## config.mk

```make
export PLATFORM = sky130hd
export DESIGN_NAME = accumulation_swing_index_flat
export DESIGN_NICKNAME = d
export VERILOG_FILES = /design/src/hw/rtl/asi_pkg.sv /design/src/hw/rtl/asi_if.sv /design/src/hw/rtl/accumulation_swing_index.sv /design/src/hw/rtl/asi_serial_div.sv /design/src/hw/rtl/asi_serial_mul.sv /design/src/flat_wrapper.sv
export SDC_FILE = /design/constraint.sdc
export NUM_CORES = 2
export LEC_CHECK = 0
export BUFFER_PORTS_ARGS = -buffer_cell sky130_fd_sc_hd__buf_2
export CAP_MARGIN = 20
export CORE_ASPECT_RATIO = 0.8
export CORE_UTILIZATION = 30
export DETAILED_ROUTE_END_ITERATION = 12
export PLACE_DENSITY = 0.45
export SYNTH_ARGS = -nofsm -noshare
export SYNTH_HDL_FRONTEND = slang
export SYNTH_SLANG_ARGS = --single-unit
```

## constraint.sdc

```tcl
create_clock -name clock -period 11.99 [get_ports clock]
set_clock_uncertainty 0.2 [all_clocks]
set_input_delay 1.7985 -clock clock [delete_from_list [all_inputs] [get_ports clock]]
set_output_delay 1.7985 -clock clock [all_outputs]
set_load 0.02 [all_outputs]
```

## src/hw/rtl/asi_pkg.sv

```systemverilog
// Package with the shared types and constants of the accumulation swing index block.
package asi_pkg;

   // Fixed field widths.
   localparam int SI_BITS    = 36;
   localparam int ASI_BITS   = 41;
   localparam int TOTAL_BITS = 45;
   localparam int SIW_BITS   = 6;
   localparam int AVGW_BITS  = 5;
   localparam int CSR_BITS   = 6;

   // Configuration register indexes.
   localparam logic CSR_SI_WINDOW  = 1'b0;
   localparam logic CSR_AVG_WINDOW = 1'b1;
   localparam logic [SIW_BITS-1:0]  SI_WINDOW_RESET  = 6'd26;
   localparam logic [AVGW_BITS-1:0] AVG_WINDOW_RESET = 5'd10;

   // Operation codes.
   localparam logic OP_BAR   = 1'b0;
   localparam logic OP_CLEAR = 1'b1;

   // Sequencer states.
   typedef enum logic [3:0] {
      ST_IDLE,
      ST_TERMS,
      ST_MUL,
      ST_DIV,
      ST_SCALE,
      ST_SI_DROP,
      ST_SI_PUSH,
      ST_AVG_DROP,
      ST_AVG_PUSH,
      ST_AVG_DIV,
      ST_OUT
   } state_type;

endpackage

```

## src/hw/rtl/asi_if.sv

```systemverilog
// Valid/ready channel interfaces for the request and response transactions.
interface asi_req_if #(parameter int PRICE_BITS = 24);
   logic                  valid;
   logic                  ready;
   logic                  op;
   logic [PRICE_BITS-1:0] open_price;
   logic [PRICE_BITS-1:0] high_price;
   logic [PRICE_BITS-1:0] low_price;
   logic [PRICE_BITS-1:0] close_price;
   modport source (output valid, op, open_price, high_price, low_price, close_price,
                   input ready);
   modport sink   (input valid, op, open_price, high_price, low_price, close_price,
                   output ready);
endinterface

interface asi_rsp_if;
   logic               valid;
   logic               ready;
   logic signed [35:0] swing_index;
   logic signed [40:0] asi_value;
   logic signed [40:0] asi_average;
   logic               zero_range;
   modport source (output valid, swing_index, asi_value, asi_average, zero_range,
                   input ready);
   modport sink   (input valid, swing_index, asi_value, asi_average, zero_range,
                   output ready);
endinterface

```

## src/hw/rtl/accumulation_swing_index.sv

```systemverilog
// Top level of the accumulation swing index engine.
//
// Channel  Direction  Handshake      Payload
// req      in         valid/ready    op, open/high/low/close price
// rsp      out        valid/ready    swing_index, asi_value, asi_average, zero_range
// csr      in         write enable   csr_index, csr_data
//
// A bar passes through a serial multiply of |2X| by K, a serial divide by 4R and a serial
// divide of the window total by avg_window, each one bit per cycle, plus a ring read and
// a retire step per dropped ring entry. A clear gives no response.
// Reset is synchronous and restores the windows, sums and previous bar. A new request
// is taken once the previous response has been handed over; rsp stalls hold the response.
module accumulation_swing_index
   import asi_pkg::*;
#(
   parameter int MAX_SI_WINDOW  = 32,
   parameter int MAX_AVG_WINDOW = 16,
   parameter int PRICE_BITS     = 24
) (
   input  logic                clock,
   input  logic                reset,
   asi_req_if.sink             req,
   asi_rsp_if.source           rsp,
   input  logic                csr_write,
   input  logic                csr_index,
   input  logic [CSR_BITS-1:0] csr_data
);
   localparam int SIH_BITS  = (MAX_SI_WINDOW > 1) ? $clog2(MAX_SI_WINDOW) : 1;
   localparam int AVH_BITS  = (MAX_AVG_WINDOW > 1) ? $clog2(MAX_AVG_WINDOW) : 1;
   localparam int SIC_BITS  = $clog2(MAX_SI_WINDOW + 1);
   localparam int AVC_BITS  = $clog2(MAX_AVG_WINDOW + 1);
   localparam int T_BITS    = PRICE_BITS + 4;   // 4R and |2X| headroom
   localparam int P_BITS    = T_BITS + PRICE_BITS;
   localparam int NUM_BITS  = P_BITS + 9;       // product times 512
   localparam logic [35:0] SI_POS_MAX = {1'b0, {35{1'b1}}};
   localparam logic [NUM_BITS-1:0] SAT_LIM = NUM_BITS'(64'd1 << 35);

   // Configuration registers.
   logic [SIW_BITS-1:0]  si_window_ff;
   logic [AVGW_BITS-1:0] avg_window_ff;
   always_ff @(posedge clock) begin
      if (reset) begin
         si_window_ff  <= SI_WINDOW_RESET;
         avg_window_ff <= AVG_WINDOW_RESET;
      end else if (csr_write) begin
         unique case (csr_index)
            CSR_SI_WINDOW:  si_window_ff  <= csr_data;
            CSR_AVG_WINDOW: avg_window_ff <= csr_data[AVGW_BITS-1:0];
            default: ;
         endcase
      end
   end

   // Effective window sizes.
   logic [SIC_BITS-1:0] si_w;
   logic [AVC_BITS-1:0] avg_w;
   always_comb begin
      if (si_window_ff == '0) si_w = SIC_BITS'(1);
      else if (32'(si_window_ff) > MAX_SI_WINDOW) si_w = SIC_BITS'(MAX_SI_WINDOW);
      else si_w = SIC_BITS'(si_window_ff);
      if (avg_window_ff == '0) avg_w = AVC_BITS'(1);
      else if (32'(avg_window_ff) > MAX_AVG_WINDOW) avg_w = AVC_BITS'(MAX_AVG_WINDOW);
      else avg_w = AVC_BITS'(avg_window_ff);
   end

   state_type state_ff, state_in;

   logic [PRICE_BITS-1:0] prev_open_ff, prev_low_ff, prev_close_ff;
   logic [PRICE_BITS-1:0] o_ff, h_ff, l_ff, c_ff;
   logic [T_BITS-1:0]     r4_ff;
   logic                  neg_ff, zr_ff;
   logic signed [35:0]    si_ff, si_in;
   logic signed [ASI_BITS-1:0]   running_ff;
   logic signed [TOTAL_BITS-1:0] total_ff;
   logic [SIC_BITS-1:0]   si_count_ff;
   logic [SIH_BITS-1:0]   si_head_ff;
   logic [AVC_BITS-1:0]   asi_count_ff;
   logic [AVH_BITS-1:0]   asi_head_ff;
   logic signed [ASI_BITS-1:0] avg_ff;
   logic                  tneg_ff;

   // Ring memories, read through a registered port.
   logic signed [35:0]         si_ring [MAX_SI_WINDOW];
   logic signed [ASI_BITS-1:0] asi_ring [MAX_AVG_WINDOW];
   logic signed [35:0]         si_rd_ff;
   logic signed [ASI_BITS-1:0] asi_rd_ff;
   logic                       rd_ok_ff;
   logic [SIH_BITS-1:0]        si_old;
   logic [AVH_BITS-1:0]        asi_old;

   // The oldest entry sits count places behind the head, wrapping at the ring depth.
   assign si_old  = (32'(si_head_ff) >= 32'(si_count_ff))
                  ? SIH_BITS'(32'(si_head_ff) - 32'(si_count_ff))
                  : SIH_BITS'(32'(si_head_ff) + MAX_SI_WINDOW - 32'(si_count_ff));
   assign asi_old = (32'(asi_head_ff) >= 32'(asi_count_ff))
                  ? AVH_BITS'(32'(asi_head_ff) - 32'(asi_count_ff))
                  : AVH_BITS'(32'(asi_head_ff) + MAX_AVG_WINDOW - 32'(asi_count_ff));

   // Serial arithmetic units.
   logic mul_start, mul_done, div_start, div_done;
   logic [P_BITS-1:0]     prod;
   logic [NUM_BITS-1:0]   d_numer, d_quot;
   logic [T_BITS-1:0]     d_denom;
   logic [T_BITS-1:0]     m_c;
   logic [PRICE_BITS-1:0] k_c;

   asi_serial_mul #(.A_BITS(T_BITS), .B_BITS(PRICE_BITS)) u_mul (
      .clock, .reset, .start(mul_start), .mcand(m_c), .mplier(k_c),
      .done(mul_done), .prod(prod)
   );

   asi_serial_div #(.N_BITS(NUM_BITS), .D_BITS(T_BITS)) u_div (
      .clock, .reset, .start(div_start), .numer(d_numer), .denom(d_denom),
      .done(div_done), .quot(d_quot)
   );

   // Bar terms, formed from the captured bar and the previous bar.
   logic [PRICE_BITS:0] ta, tb, tc, td;
   logic [T_BITS-1:0]   r4_c;
   logic signed [T_BITS:0] x2_c;
   logic signed [T_BITS:0] c_s, o_s, pc_s, po_s;
   always_comb begin
      ta = (h_ff > prev_close_ff) ? (PRICE_BITS+1)'(h_ff - prev_close_ff)
                                  : (PRICE_BITS+1)'(prev_close_ff - h_ff);
      tb = (l_ff > prev_close_ff) ? (PRICE_BITS+1)'(l_ff - prev_close_ff)
                                  : (PRICE_BITS+1)'(prev_close_ff - l_ff);
      tc = (h_ff > prev_low_ff) ? (PRICE_BITS+1)'(h_ff - prev_low_ff)
                                : (PRICE_BITS+1)'(prev_low_ff - h_ff);
      td = (prev_close_ff > prev_open_ff) ? (PRICE_BITS+1)'(prev_close_ff - prev_open_ff)
                                          : (PRICE_BITS+1)'(prev_open_ff - prev_close_ff);
      if (ta > tb && ta > tc)
         r4_c = (T_BITS'(ta) << 2) + (T_BITS'(tb) << 1) + T_BITS'(td);
      else if (tb > ta && tb > tc)
         r4_c = (T_BITS'(tb) << 2) + (T_BITS'(ta) << 1) + T_BITS'(td);
      else
         r4_c = (T_BITS'(tc) << 2) + T_BITS'(td);
      c_s  = (T_BITS+1)'($signed({1'b0, c_ff}));
      o_s  = (T_BITS+1)'($signed({1'b0, o_ff}));
      pc_s = (T_BITS+1)'($signed({1'b0, prev_close_ff}));
      po_s = (T_BITS+1)'($signed({1'b0, prev_open_ff}));
      x2_c = ((c_s - pc_s) <<< 1) + (c_s - o_s) + ((pc_s - po_s) <<< 1);
      m_c  = x2_c[T_BITS] ? T_BITS'(-x2_c) : T_BITS'(x2_c);
      k_c  = (ta > tb) ? PRICE_BITS'(ta) : PRICE_BITS'(tb);
   end

   // Divider operand select: SI quotient or window average.
   logic [TOTAL_BITS-1:0] tot_mag;
   assign tot_mag = total_ff[TOTAL_BITS-1] ? TOTAL_BITS'(-total_ff) : TOTAL_BITS'(total_ff);
   always_comb begin
      if (state_ff == ST_AVG_DIV) begin
         d_numer = NUM_BITS'(tot_mag);
         d_denom = T_BITS'(avg_w);
      end else begin
         d_numer = NUM_BITS'(prod) << 9;
         d_denom = r4_ff;
      end
   end

   // Saturated, signed SI from the quotient.
   logic [NUM_BITS-1:0] q_sat;
   always_comb begin
      q_sat = (d_quot > SAT_LIM) ? SAT_LIM : d_quot;
      if (zr_ff)
         si_in = '0;
      else if (neg_ff)
         si_in = -$signed(36'(q_sat));
      else
         si_in = (q_sat > NUM_BITS'(SI_POS_MAX)) ? $signed(SI_POS_MAX) : $signed(36'(q_sat));
   end

   logic req_take, rsp_take, si_drop, avg_drop;
   assign req_take = req.valid && req.ready;
   assign rsp_take = rsp.valid && rsp.ready;
   assign si_drop  = si_count_ff >= si_w;
   assign avg_drop = AVC_BITS'(asi_count_ff) >= avg_w;

   // Next state.
   always_comb begin
      state_in = state_ff;
      unique case (state_ff)
         ST_IDLE:     if (req_take && req.op == OP_BAR) state_in = ST_TERMS;
         ST_TERMS:    state_in = ST_MUL;
         ST_MUL:      if (mul_done) state_in = ST_DIV;
         ST_DIV:      if (div_done) state_in = ST_SCALE;
         ST_SCALE:    state_in = ST_SI_DROP;
         ST_SI_DROP:  if (!si_drop && !rd_ok_ff) state_in = ST_SI_PUSH;
         ST_SI_PUSH:  state_in = ST_AVG_DROP;
         ST_AVG_DROP: if (!avg_drop && !rd_ok_ff) state_in = ST_AVG_PUSH;
         ST_AVG_PUSH: state_in = ST_AVG_DIV;
         ST_AVG_DIV:  if (div_done) state_in = ST_OUT;
         ST_OUT:      if (rsp_take) state_in = ST_IDLE;
         default:     state_in = ST_IDLE;
      endcase
   end

   // State outputs.
   logic div_go_ff;
   always_comb begin
      req.ready = (state_ff == ST_IDLE);
      rsp.valid = (state_ff == ST_OUT);
      mul_start = (state_ff == ST_TERMS);
      div_start = (state_ff == ST_MUL && mul_done) || div_go_ff;
   end

   // Datapath registers.
   always_ff @(posedge clock) begin
      if (reset) begin
         state_ff      <= ST_IDLE;
         prev_open_ff  <= '0;
         prev_low_ff   <= '0;
         prev_close_ff <= '0;
         si_count_ff   <= '0;
         si_head_ff    <= '0;
         asi_count_ff  <= '0;
         asi_head_ff   <= '0;
         running_ff    <= '0;
         total_ff      <= '0;
         rd_ok_ff      <= 1'b0;
         div_go_ff     <= 1'b0;
      end else begin
         state_ff  <= state_in;
         div_go_ff <= (state_ff == ST_AVG_PUSH);
         // A ring read is issued in the cycle before the entry is retired.
         rd_ok_ff  <= !rd_ok_ff && ((state_ff == ST_SI_DROP && si_drop)
                                    || (state_ff == ST_AVG_DROP && avg_drop));
         unique case (state_ff)
            ST_IDLE: begin
               if (req_take && req.op == OP_CLEAR) begin
                  si_count_ff  <= '0;
                  si_head_ff   <= '0;
                  asi_count_ff <= '0;
                  asi_head_ff  <= '0;
                  running_ff   <= '0;
                  total_ff     <= '0;
               end
            end
            ST_SI_DROP: begin
               // Retire the oldest entry fetched the cycle before.
               if (rd_ok_ff) begin
                  running_ff  <= running_ff - ASI_BITS'(si_rd_ff);
                  si_count_ff <= si_count_ff - 1'b1;
               end
            end
            ST_SI_PUSH: begin
               si_head_ff  <= SIH_BITS'(32'(si_head_ff) + 1 == MAX_SI_WINDOW ? 0
                                        : 32'(si_head_ff) + 1);
               si_count_ff <= si_count_ff + 1'b1;
               running_ff  <= running_ff + ASI_BITS'(si_ff);
            end
            ST_AVG_DROP: begin
               if (rd_ok_ff) begin
                  total_ff     <= total_ff - TOTAL_BITS'(asi_rd_ff);
                  asi_count_ff <= asi_count_ff - 1'b1;
               end
            end
            ST_AVG_PUSH: begin
               asi_head_ff  <= AVH_BITS'(32'(asi_head_ff) + 1 == MAX_AVG_WINDOW ? 0
                                         : 32'(asi_head_ff) + 1);
               asi_count_ff <= asi_count_ff + 1'b1;
               total_ff     <= total_ff + TOTAL_BITS'(running_ff);
               prev_open_ff  <= o_ff;
               prev_low_ff   <= l_ff;
               prev_close_ff <= c_ff;
            end
            default: ;
         endcase
      end
   end

   // Payload registers without reset.
   always_ff @(posedge clock) begin
      if (req_take) begin
         o_ff <= req.open_price;
         h_ff <= req.high_price;
         l_ff <= req.low_price;
         c_ff <= req.close_price;
      end
      if (state_ff == ST_TERMS) begin
         r4_ff  <= r4_c;
         zr_ff  <= (r4_c == '0);
         neg_ff <= x2_c[T_BITS];
      end
      if (state_ff == ST_SCALE) si_ff <= si_in;
      // The total sign is taken when the average division starts, after the push.
      if (state_ff == ST_AVG_DIV && div_go_ff) tneg_ff <= total_ff[TOTAL_BITS-1];
      if (state_ff == ST_AVG_DIV && div_done) begin
         avg_ff <= tneg_ff ? -$signed(ASI_BITS'(d_quot)) : $signed(ASI_BITS'(d_quot));
      end
      si_rd_ff  <= si_ring[si_old];
      asi_rd_ff <= asi_ring[asi_old];
      if (state_ff == ST_SI_PUSH)  si_ring[si_head_ff]   <= si_ff;
      if (state_ff == ST_AVG_PUSH) asi_ring[asi_head_ff] <= running_ff;
   end

   assign rsp.swing_index = si_ff;
   assign rsp.asi_value   = running_ff;
   assign rsp.asi_average = avg_ff;
   assign rsp.zero_range  = zr_ff;
endmodule

```

## src/hw/rtl/asi_serial_div.sv

```systemverilog
// Restoring divider that retires one quotient bit per cycle.
module asi_serial_div
   import asi_pkg::*;
#(
   parameter int N_BITS = 64,
   parameter int D_BITS = 32
) (
   input  logic              clock,
   input  logic              reset,
   input  logic              start,
   input  logic [N_BITS-1:0] numer,
   input  logic [D_BITS-1:0] denom,
   output logic              done,
   output logic [N_BITS-1:0] quot
);
   localparam int CNT_BITS = $clog2(N_BITS + 1);

   logic [N_BITS-1:0]   q_ff, q_in;
   logic [D_BITS:0]     rem_ff, rem_in;
   logic [D_BITS-1:0]   den_ff, den_in;
   logic [CNT_BITS-1:0] cnt_ff, cnt_in;
   logic                run_ff, run_in, done_ff, done_in;
   logic [D_BITS:0]     trial;
   logic [D_BITS:0]     diff;

   // One shift-subtract step per cycle.
   always_comb begin
      q_in    = q_ff;
      rem_in  = rem_ff;
      den_in  = den_ff;
      cnt_in  = cnt_ff;
      run_in  = run_ff;
      done_in = 1'b0;
      trial   = {rem_ff[D_BITS-1:0], q_ff[N_BITS-1]};
      diff    = trial - {1'b0, den_ff};
      if (start) begin
         q_in   = numer;
         rem_in = '0;
         den_in = denom;
         cnt_in = CNT_BITS'(N_BITS);
         run_in = 1'b1;
      end else if (run_ff) begin
         if (!diff[D_BITS]) begin
            rem_in = diff;
            q_in   = {q_ff[N_BITS-2:0], 1'b1};
         end else begin
            rem_in = trial;
            q_in   = {q_ff[N_BITS-2:0], 1'b0};
         end
         cnt_in = cnt_ff - 1'b1;
         if (cnt_ff == CNT_BITS'(1)) begin
            run_in  = 1'b0;
            done_in = 1'b1;
         end
      end
   end

   always_ff @(posedge clock) begin
      if (reset) begin
         run_ff  <= 1'b0;
         done_ff <= 1'b0;
         cnt_ff  <= '0;
      end else begin
         run_ff  <= run_in;
         done_ff <= done_in;
         cnt_ff  <= cnt_in;
      end
      q_ff   <= q_in;
      rem_ff <= rem_in;
      den_ff <= den_in;
   end

   assign done = done_ff;
   assign quot = q_ff;
endmodule

```

## src/hw/rtl/asi_serial_mul.sv

```systemverilog
// Shift-add multiplier that consumes one multiplier bit per cycle.
module asi_serial_mul
   import asi_pkg::*;
#(
   parameter int A_BITS = 32,
   parameter int B_BITS = 32
) (
   input  logic                     clock,
   input  logic                     reset,
   input  logic                     start,
   input  logic [A_BITS-1:0]        mcand,
   input  logic [B_BITS-1:0]        mplier,
   output logic                     done,
   output logic [A_BITS+B_BITS-1:0] prod
);
   localparam int CNT_BITS = $clog2(B_BITS + 1);

   logic [A_BITS+B_BITS-1:0] acc_ff, acc_in, mc_ff, mc_in;
   logic [B_BITS-1:0]        mp_ff, mp_in;
   logic [CNT_BITS-1:0]      cnt_ff, cnt_in;
   logic                     run_ff, run_in, done_ff, done_in;

   // Add the shifted multiplicand when the low multiplier bit is set.
   always_comb begin
      acc_in  = acc_ff;
      mc_in   = mc_ff;
      mp_in   = mp_ff;
      cnt_in  = cnt_ff;
      run_in  = run_ff;
      done_in = 1'b0;
      if (start) begin
         acc_in = '0;
         mc_in  = (A_BITS+B_BITS)'(mcand);
         mp_in  = mplier;
         cnt_in = CNT_BITS'(B_BITS);
         run_in = 1'b1;
      end else if (run_ff) begin
         if (mp_ff[0]) begin
            acc_in = acc_ff + mc_ff;
         end
         mc_in  = mc_ff << 1;
         mp_in  = mp_ff >> 1;
         cnt_in = cnt_ff - 1'b1;
         if (cnt_ff == CNT_BITS'(1)) begin
            run_in  = 1'b0;
            done_in = 1'b1;
         end
      end
   end

   always_ff @(posedge clock) begin
      if (reset) begin
         run_ff  <= 1'b0;
         done_ff <= 1'b0;
         cnt_ff  <= '0;
      end else begin
         run_ff  <= run_in;
         done_ff <= done_in;
         cnt_ff  <= cnt_in;
      end
      acc_ff <= acc_in;
      mc_ff  <= mc_in;
      mp_ff  <= mp_in;
   end

   assign done = done_ff;
   assign prod = acc_ff;
endmodule

```

## src/flat_wrapper.sv

```systemverilog
// flat-port wrapper written by rule: the top's interface ports become plain ports
module accumulation_swing_index_flat import asi_pkg::*;
#(
   parameter int MAX_SI_WINDOW  = 32,
   parameter int MAX_AVG_WINDOW = 16,
   parameter int PRICE_BITS     = 24
)
  (clock, reset, csr_write, csr_index, csr_data, req_valid, req_op, req_open_price, req_high_price, req_low_price, req_close_price, req_ready, rsp_valid, rsp_swing_index, rsp_asi_value, rsp_asi_average, rsp_zero_range, rsp_ready);
  asi_req_if #(.PRICE_BITS(PRICE_BITS)) req_i ();
  asi_rsp_if rsp_i ();
  input  logic clock;
  input  logic reset;
  input  logic csr_write;
  input  logic csr_index;
  input  logic [CSR_BITS-1:0] csr_data;
  input wire logic [$bits(req_i.valid)-1:0] req_valid;
  input wire logic [$bits(req_i.op)-1:0] req_op;
  input wire logic [$bits(req_i.open_price)-1:0] req_open_price;
  input wire logic [$bits(req_i.high_price)-1:0] req_high_price;
  input wire logic [$bits(req_i.low_price)-1:0] req_low_price;
  input wire logic [$bits(req_i.close_price)-1:0] req_close_price;
  output wire logic [$bits(req_i.ready)-1:0] req_ready;
  output wire logic [$bits(rsp_i.valid)-1:0] rsp_valid;
  output wire logic [$bits(rsp_i.swing_index)-1:0] rsp_swing_index;
  output wire logic [$bits(rsp_i.asi_value)-1:0] rsp_asi_value;
  output wire logic [$bits(rsp_i.asi_average)-1:0] rsp_asi_average;
  output wire logic [$bits(rsp_i.zero_range)-1:0] rsp_zero_range;
  input wire logic [$bits(rsp_i.ready)-1:0] rsp_ready;
  assign req_i.valid = req_valid;
  assign req_i.op = req_op;
  assign req_i.open_price = req_open_price;
  assign req_i.high_price = req_high_price;
  assign req_i.low_price = req_low_price;
  assign req_i.close_price = req_close_price;
  assign req_ready = req_i.ready;
  assign rsp_valid = rsp_i.valid;
  assign rsp_swing_index = rsp_i.swing_index;
  assign rsp_asi_value = rsp_i.asi_value;
  assign rsp_asi_average = rsp_i.asi_average;
  assign rsp_zero_range = rsp_i.zero_range;
  assign rsp_i.ready = rsp_ready;
  accumulation_swing_index #(.MAX_SI_WINDOW(MAX_SI_WINDOW), .MAX_AVG_WINDOW(MAX_AVG_WINDOW), .PRICE_BITS(PRICE_BITS)) u_core (.clock(clock), .reset(reset), .req(req_i), .rsp(rsp_i), .csr_write(csr_write), .csr_index(csr_index), .csr_data(csr_data));
endmodule
```

Word-level counts from Yosys, hierarchy flattened:

Memories as Yosys holds them, arrays and structs flattened. A register that Yosys moved wholly into a read port is not among the register bits.
Index checks and enable logic that the tools add are counted.

* RAM bits: 1808
* bits in registers: 659
* word-level logic and storage cells: 239
* memories: 2

* magnitude comparators: 16
* eq/ne operators: 24
* bitwise logic cells: 4
* add/sub/neg operators: 42
* muxes and demuxes: 70
* reduce and logical (&&, ||, !) cells: 41

Memory list
* u_core.si_ring: depth 32, bits a word 36, read ports 1, clocked after Yosys merged registers in 1, write ports 1, RTL line accumulation_swing_index.sv:83 `logic signed [35:0] si_ring [MAX_SI_WINDOW];`
* u_core.asi_ring: depth 16, bits a word 41, read ports 1, clocked after Yosys merged registers in 1, write ports 1, RTL line accumulation_swing_index.sv:84 `logic signed [ASI_BITS-1:0] asi_ring [MAX_AVG_WINDOW];`

Operators with widths (number)
* 24-bit by 24-bit subtractor with 25-bit output: 11
* 61-bit 2-to-1 mux: 4
* 28-bit 2-to-1 mux: 6
* 45-bit 2-to-1 mux: 3
* 45-bit one-hot mux with 3 select lines: 1
* 41-bit 2-to-1 mux: 3
* 41-bit one-hot mux with 3 select lines: 1
* 25-bit greater-than comparator: 4
* 25-bit 2-to-1 mux: 4
* 24-bit greater-than comparator: 4
* 24-bit 2-to-1 mux: 3
* 36-bit 2-to-1 mux: 2
* 61-bit by 35-bit greater-than comparator with 1-bit output (second input constant): 1
* 61-bit by 36-bit greater-than comparator with 1-bit output (second input constant): 1
* 27-bit by 26-bit adder with 28-bit output: 2
* 28-bit by 25-bit adder with 28-bit output: 2
* 52-bit adder: 1
* 45-bit by 41-bit adder with 45-bit output: 1
* 5-bit 2-to-1 mux: 9
* 45-bit negation: 1
* 45-bit by 41-bit subtractor with 45-bit output: 1
* 4-bit one-hot mux with 11 select lines: 1
* 41-bit by 36-bit adder with 41-bit output: 1
* 41-bit negation: 1
* 54 further kinds: 129

Depth between registers and ports, before layout:

* depth in word-level cells: 8
* mapped depth: 41
* mapped depth without buffers: 38

Modules after synthesis:

Synthesis repeated with hierarchy kept, for this count alone.

* cell total of the unflattened synthesis: 10389
* area total of the unflattened synthesis: 129578.0 um^2

By module, submodules not included
* accumulation_swing_index: area each 114703.8 um^2, times used 1, cells each 8903, sequential area each 65863.2 um^2
* asi_serial_mul: area each 8195.4 um^2, times used 1, cells each 896, sequential area each 3223.1 um^2
* asi_serial_div: area each 6678.9 um^2, times used 1, cells each 590, sequential area each 3393.3 um^2

Least setup slack after synthesis:

OpenSTA, ideal clock, no wires.

* path kind: register -> register
* start: reg u_core.h_ff[1]
* end: reg u_core.zr_ff, in the netlist u_core.rsp.zero_range, data pin
* cell stages (with the launch flop): 37
* buffers on the path: 4
* data arrival time: 8.692 ns
* clock period less this slack: 9.042 ns
* path slack: 2.948 ns
* library setup time: 0.150 ns
* path through: edfxtp_1 inv_1 ha_1 nor2b_1 o21ai_0 a21boi_0 o21a_1 o21a_1 o21ai_0 a21oi_1 a41o_1 o211a_1 o31ai_1 clkbuf_1 buf_1 mux2i_1 xnor2_1 ha_1 a21o_1 a21o_1 a21oi_1 o21ai_0 a211oi_1 o21a_1 a21o_1 clkbuf_1 nand2b_1 buf_2 mux2_2 a2111o_1 nor4b_1 or4b_1 or3_1 or4_1 or4_1 or4_1 nor3_2

* word-level cells in the longest chain between the ends: 7
* elaborated cells between the ends (all ways): 22

Ends and longest elaborated chain
* start, declared: RTL line accumulation_swing_index.sv:69 `logic [PRICE_BITS-1:0] o_ff, h_ff, l_ff, c_ff;`
* start signal, assigned: RTL line accumulation_swing_index.sv:274 `h_ff <= req.high_price;`
* 24-bit greater-than comparator (tied with other cells): RTL line accumulation_swing_index.sv:123 `ta = (h_ff > prev_close_ff) ? (PRICE_BITS+1)'(h_ff - prev_close_ff)`
* 25-bit 2-to-1 mux (on tied branches): RTL line accumulation_swing_index.sv:123, accumulation_swing_index.sv:127
* 27-bit by 26-bit adder with 28-bit output or 25-bit greater-than comparator (tied branches): RTL line accumulation_swing_index.sv:134, accumulation_swing_index.sv:133
* 28-bit by 25-bit adder with 28-bit output or 1-bit logical AND (tied branches): RTL line accumulation_swing_index.sv:134, accumulation_swing_index.sv:133
* 28-bit 2-to-1 mux: RTL line accumulation_swing_index.sv:133 `else if (tb > ta && tb > tc)`
* 28-bit 2-to-1 mux (*): RTL line accumulation_swing_index.sv:131 `if (ta > tb && ta > tc)`
* named net u_core.r4_c[1]: RTL line accumulation_swing_index.sv:119 `logic [T_BITS-1:0] r4_c;`
* 28-bit zero test (*): RTL line accumulation_swing_index.sv:280 `zr_ff <= (r4_c == '0);`
* end signal, assigned: RTL line accumulation_swing_index.sv:280
* end, declared: RTL line accumulation_swing_index.sv:71 `logic neg_ff, zr_ff;`

Mark *: on every way through the listed nets, which the timed path passes. The rest lies on a longest branch.
A chain may end at the register's enable or synchronous reset.

Final worst setup path:

* start: reg u_core.h_ff[1]
* end: reg u_core.zr_ff, in the netlist u_core.rsp.zero_range, data pin

* word-level cells in the longest chain between the ends: 7
* elaborated cells between the ends (all ways): 22

Ends and longest elaborated chain
* 24-bit by 24-bit subtractor with 25-bit output (tied with other cells): RTL line accumulation_swing_index.sv:124 `: (PRICE_BITS+1)'(prev_close_ff - h_ff);`
* 25-bit 2-to-1 mux (on tied branches): RTL line accumulation_swing_index.sv:123, accumulation_swing_index.sv:127
* 27-bit by 26-bit adder with 28-bit output or 25-bit greater-than comparator (tied branches): RTL line accumulation_swing_index.sv:134, accumulation_swing_index.sv:133
* 28-bit by 25-bit adder with 28-bit output or 1-bit logical AND (tied branches): RTL line accumulation_swing_index.sv:134, accumulation_swing_index.sv:133
* 28-bit 2-to-1 mux: RTL line accumulation_swing_index.sv:133
* 28-bit 2-to-1 mux (*): RTL line accumulation_swing_index.sv:131
* 28-bit zero test (*): RTL line accumulation_swing_index.sv:280

Mark *: on every way between the ends. The rest lies on a longest branch, timed or not.

==> summary.txt <==
Run status
  – Result of the run: complete, no violations

Global route
  – Global-route usage over all layers: 19.5%
  – First-pass GRT wire length: between 600000 and 700000 um
  – Grt ovf: 0
  – Maximum number of pins on one net before global-route repair: 93
  – Number of antenna violations at the first check in global routing: 48
  – Via count of the first global-routing pass: 84800

Routing
  – DR vias: 86200
  – Routed wire per std cell: 26.3 um
  – Initial DRC count: around 8000
  – Initial DRT Pass Iterations: 6
  – Vias per cell: 5.22
  – Total wire length: 433000 um
  – DRC violations left: 0
  – Detail Route Antenna Nets: 0

Worst setup path
  – CP startpoint kind: flop
  – Critical Path End Type: flop
  – Critical Path Fanout Max: 9
  – Maximum cell stage delay along the critical path: 630 ps
  – Required arrival time at the worst endpoint: ~12000 ps
  – Critical path start-end classification: reg2reg
  – CP Data Arrival Time: around 12000 ps
  – Critical-path top delay cell: nor2b_1

Placed design
  – Buffers on Ports: between 200 and 250
  – Global placer's final weighted congestion: ~0.9
  – DPL Wire Length: about 290000 um

Floorplanning
  – Die Width: 733 um
  – Total Die Area: around 430000 um2
  – Die boundary height: a little under 600 um
  – Core ar.: about 430000 um2
  – Initial cell density of the core: a little under a third
  – Number of top-level pins: 230
  – Core Rows: between 200 and 250

Yosys
  – Top flip-flop cell by instance count after synthesis: edfxtp_1
  – Yosys warning total: 0
  – Syn Std Cell Area: 128000 um2
  – Count of state elements after synthesis: 2544
  – Most instantiated library cell after synthesis: edfxtp_1
  – Number of unique standard cell types used by synthesis: between 90 and 100
  – Average cell area after synthesis: about 12 um2
  – Synthesized instance count: 10400
  – Leading post-synthesis cells by instance count: edfxtp_1 (2153), nand2_1 (1194), a21oi_1 (739), ha_1 (632), nor2_1 (603)
  – Nets in the synthesized netlist: 11200
  – Sequential-to-total area share from yosys stat: between 50% and 60%
  – Async SR Flop Fraction: 0%
  – Main area contributors after synthesis: edfxtp_1 (50%), mux4_2 (7.9%), ha_1 (6.2%)
  – Leading area contributor after synthesis: edfxtp_1
  – Number of synthesized flops with an enable pin: about 2200
  – Top-area cell type share of the netlist area: just over 50%

STA
  – Achievable frequency: 0.0885 GHz
  – Final setup TNS: 0 ps
  – Final hold vios: 0
  – Min Clock Period, post-route: 11300 ps
  – Slew @ Worst Pin: approximately 1200 ps
  – Tcrit/Tclk final: a little over nine tenths
  – Count of endpoints failing setup in the final report: 0
  – Worst max-slew margin expressed relative to the limit: about 17%
  – Count of pins over their slew limit: 0
  – RSZ-0062 raised after global routing: no

Finish
  – Area growth from synthesis to final layout: 13.8%
  – Post-layout net count: roughly 11000
  – Share of cells above drive strength 1: a little over an eighth
  – Core utilization of the finished layout: about 34%

Power
  – Logic pwr share: a little over two fifths
  – Static power due to leakage: 52.6 nW
  – Clk pwr share: 24.3%
  – Total Power: ~0.035 W
  – Highest ir drop seen on vdd: approximately 0.0002 V
  – Internal power: between 0.02 and 0.025 W
  – Net switching power: 0.0141 W
  – Net switching share of the total power: about two fifths
  – Power Dens Cells: around 240 nW/um2
  – Proportion of power drawn by flip-flops and latches: a little under a third

Clock tree
  – Clock Pin Slew Worst Setup and Hold Paths: roughly 60 ps
  – Max Buffers Root-to-Sink: 4
  – CTS tree: done
  – Hold_buf cts: 0
  – CTS Buf Count: 281
  – Clock Latency Late Sink: 900 ps
  – H-tree levels: 5
  – Root buf cell: clkbuf_16
  – Sink Count: around 2500

Worst hold path
  – Kind of path behind the tightest hold check: reg2reg

Run
  – MaxCap Viol Count: 0
-- sequential cells by signal (all words and copies together), names as in the netlist, 45 cells and up --
signal,count
u_core.asi_ring,656
u_core.si_ring,1152
u_core.total_ff,45
u_core.u_div.quot,61
u_core.u_mul.mc_ff,52
u_core.u_mul.prod,52
-- cell type report --
cell class,count,area (um2)
Antenna cell,22,55.1
Tap cell,5616,7030
Sequential cell,2544,72500
Inverter,540,2030
Clock inverter,93,991
Timing Repair Buffer,459,3020
Fill cell,41700,279000
Multi-Input combinational cell,6822,52600
Clock buffer,405,7820
-- metal layers --
layer / track usage [%] / routed length (um) / vias up
met4: 3.78 / 8690 / 6
met3: 4.05 / 30600 / 473
met2: 29.6 / 189000 / 2685
li1: - / - / 39100
met1: 28.7 / 204000 / 43900
met5: 0 / 35 / -
-- worst max-delay path: cells and delay by family (launching register included) --
family	cells	cell delay [ps]
adder cells (fa/ha/maj)	2	880
AO/OA/AOI/OAI	17	4350
flip-flops	1	510
AND/OR/NAND/NOR	13	4310
XOR/XNOR	1	330
buffers and inverters	2	520
-- power by group through the flow --
stage	clock network (W)	registers, W	logic, W
final	0.00854	0.0111	0.0155
after global placement	0	0.0113	0.0152
after CTS	0.00876	0.0111	0.0153
after floorplan	0	0.0112	0.0101
after global routing	0.00909	0.0112	0.0169
after detailed placement	0	0.0113	0.0152
-- metrics by stage --
step           hold WS [ps]  cells  setup slack [ps]  cell area [um2]
6_report                274  16500               689           146000
3_3_place_gp            253  16000               725           137000
2_1_floorplan           237  10400              2950           128000
3_5_place_dp            266  16000               647           137000
5_1_grt                 295  16500              84.5           146000
4_1_cts                 275  16500               547           146000
-- path summary, 6_finish.rpt --
| kind | slack [ps] | to | start | cells past startpoint |
|---|---|---|---|---|
| worst min register to register | 270 | u_core.avg_window_ff[0] | u_core.avg_window_ff[0] | 2 |
| worst max-delay path | 690 | u_core.rsp.zero_range | u_core.h_ff[1] | 35 |
| worst max register to register | 690 | u_core.rsp.zero_range | u_core.h_ff[1] | 35 |
| worst min-delay path | 270 | u_core.avg_window_ff[0] | u_core.avg_window_ff[0] | 2 |
-- kinds of logic after synthesis --
logic type / Yosys count / synth area share [%]
AOI/OAI and AO/OA: 2074 / 10.1
xor gates and xnor gates: 573 / 3.91
adders and majority gates: 713 / 7.42
buffers and inverters: 1020 / 3.01
DFF: 2544 / 56.5
muxes: 574 / 8.90
and+or+nand+nor: 2888 / 10.2
-- timing repair --
action,CTS,global route
endpoints found under the setup margin,0,1
setup buffers,0,1
resized for setup,0,1
-- placed cells by master, fill, tap and decap left out, drive strengths merged, types with 67 or more instances in the layout --
cell type	Yosys	layout
edfxtp	2153	2153
nand2	1196	1196
a21oi	742	742
ha	632	632
nor2	606	606
inv	537	552
buf	97	458
mux4	452	452
o21ai	433	433
clkbuf	383	406
dfxtp	391	391
xnor2	341	341
nand3	333	333
xor2	232	232
a21o	218	218
nor3	141	141
mux2i	108	108
nand2b	105	105
a31oi	101	101
a211oi	101	101
and2	91	91
nor2b	90	90
o21bai	81	81
fa	81	81
or3	68	68
nand4	67	67
(Power assumes the default switching activity.)
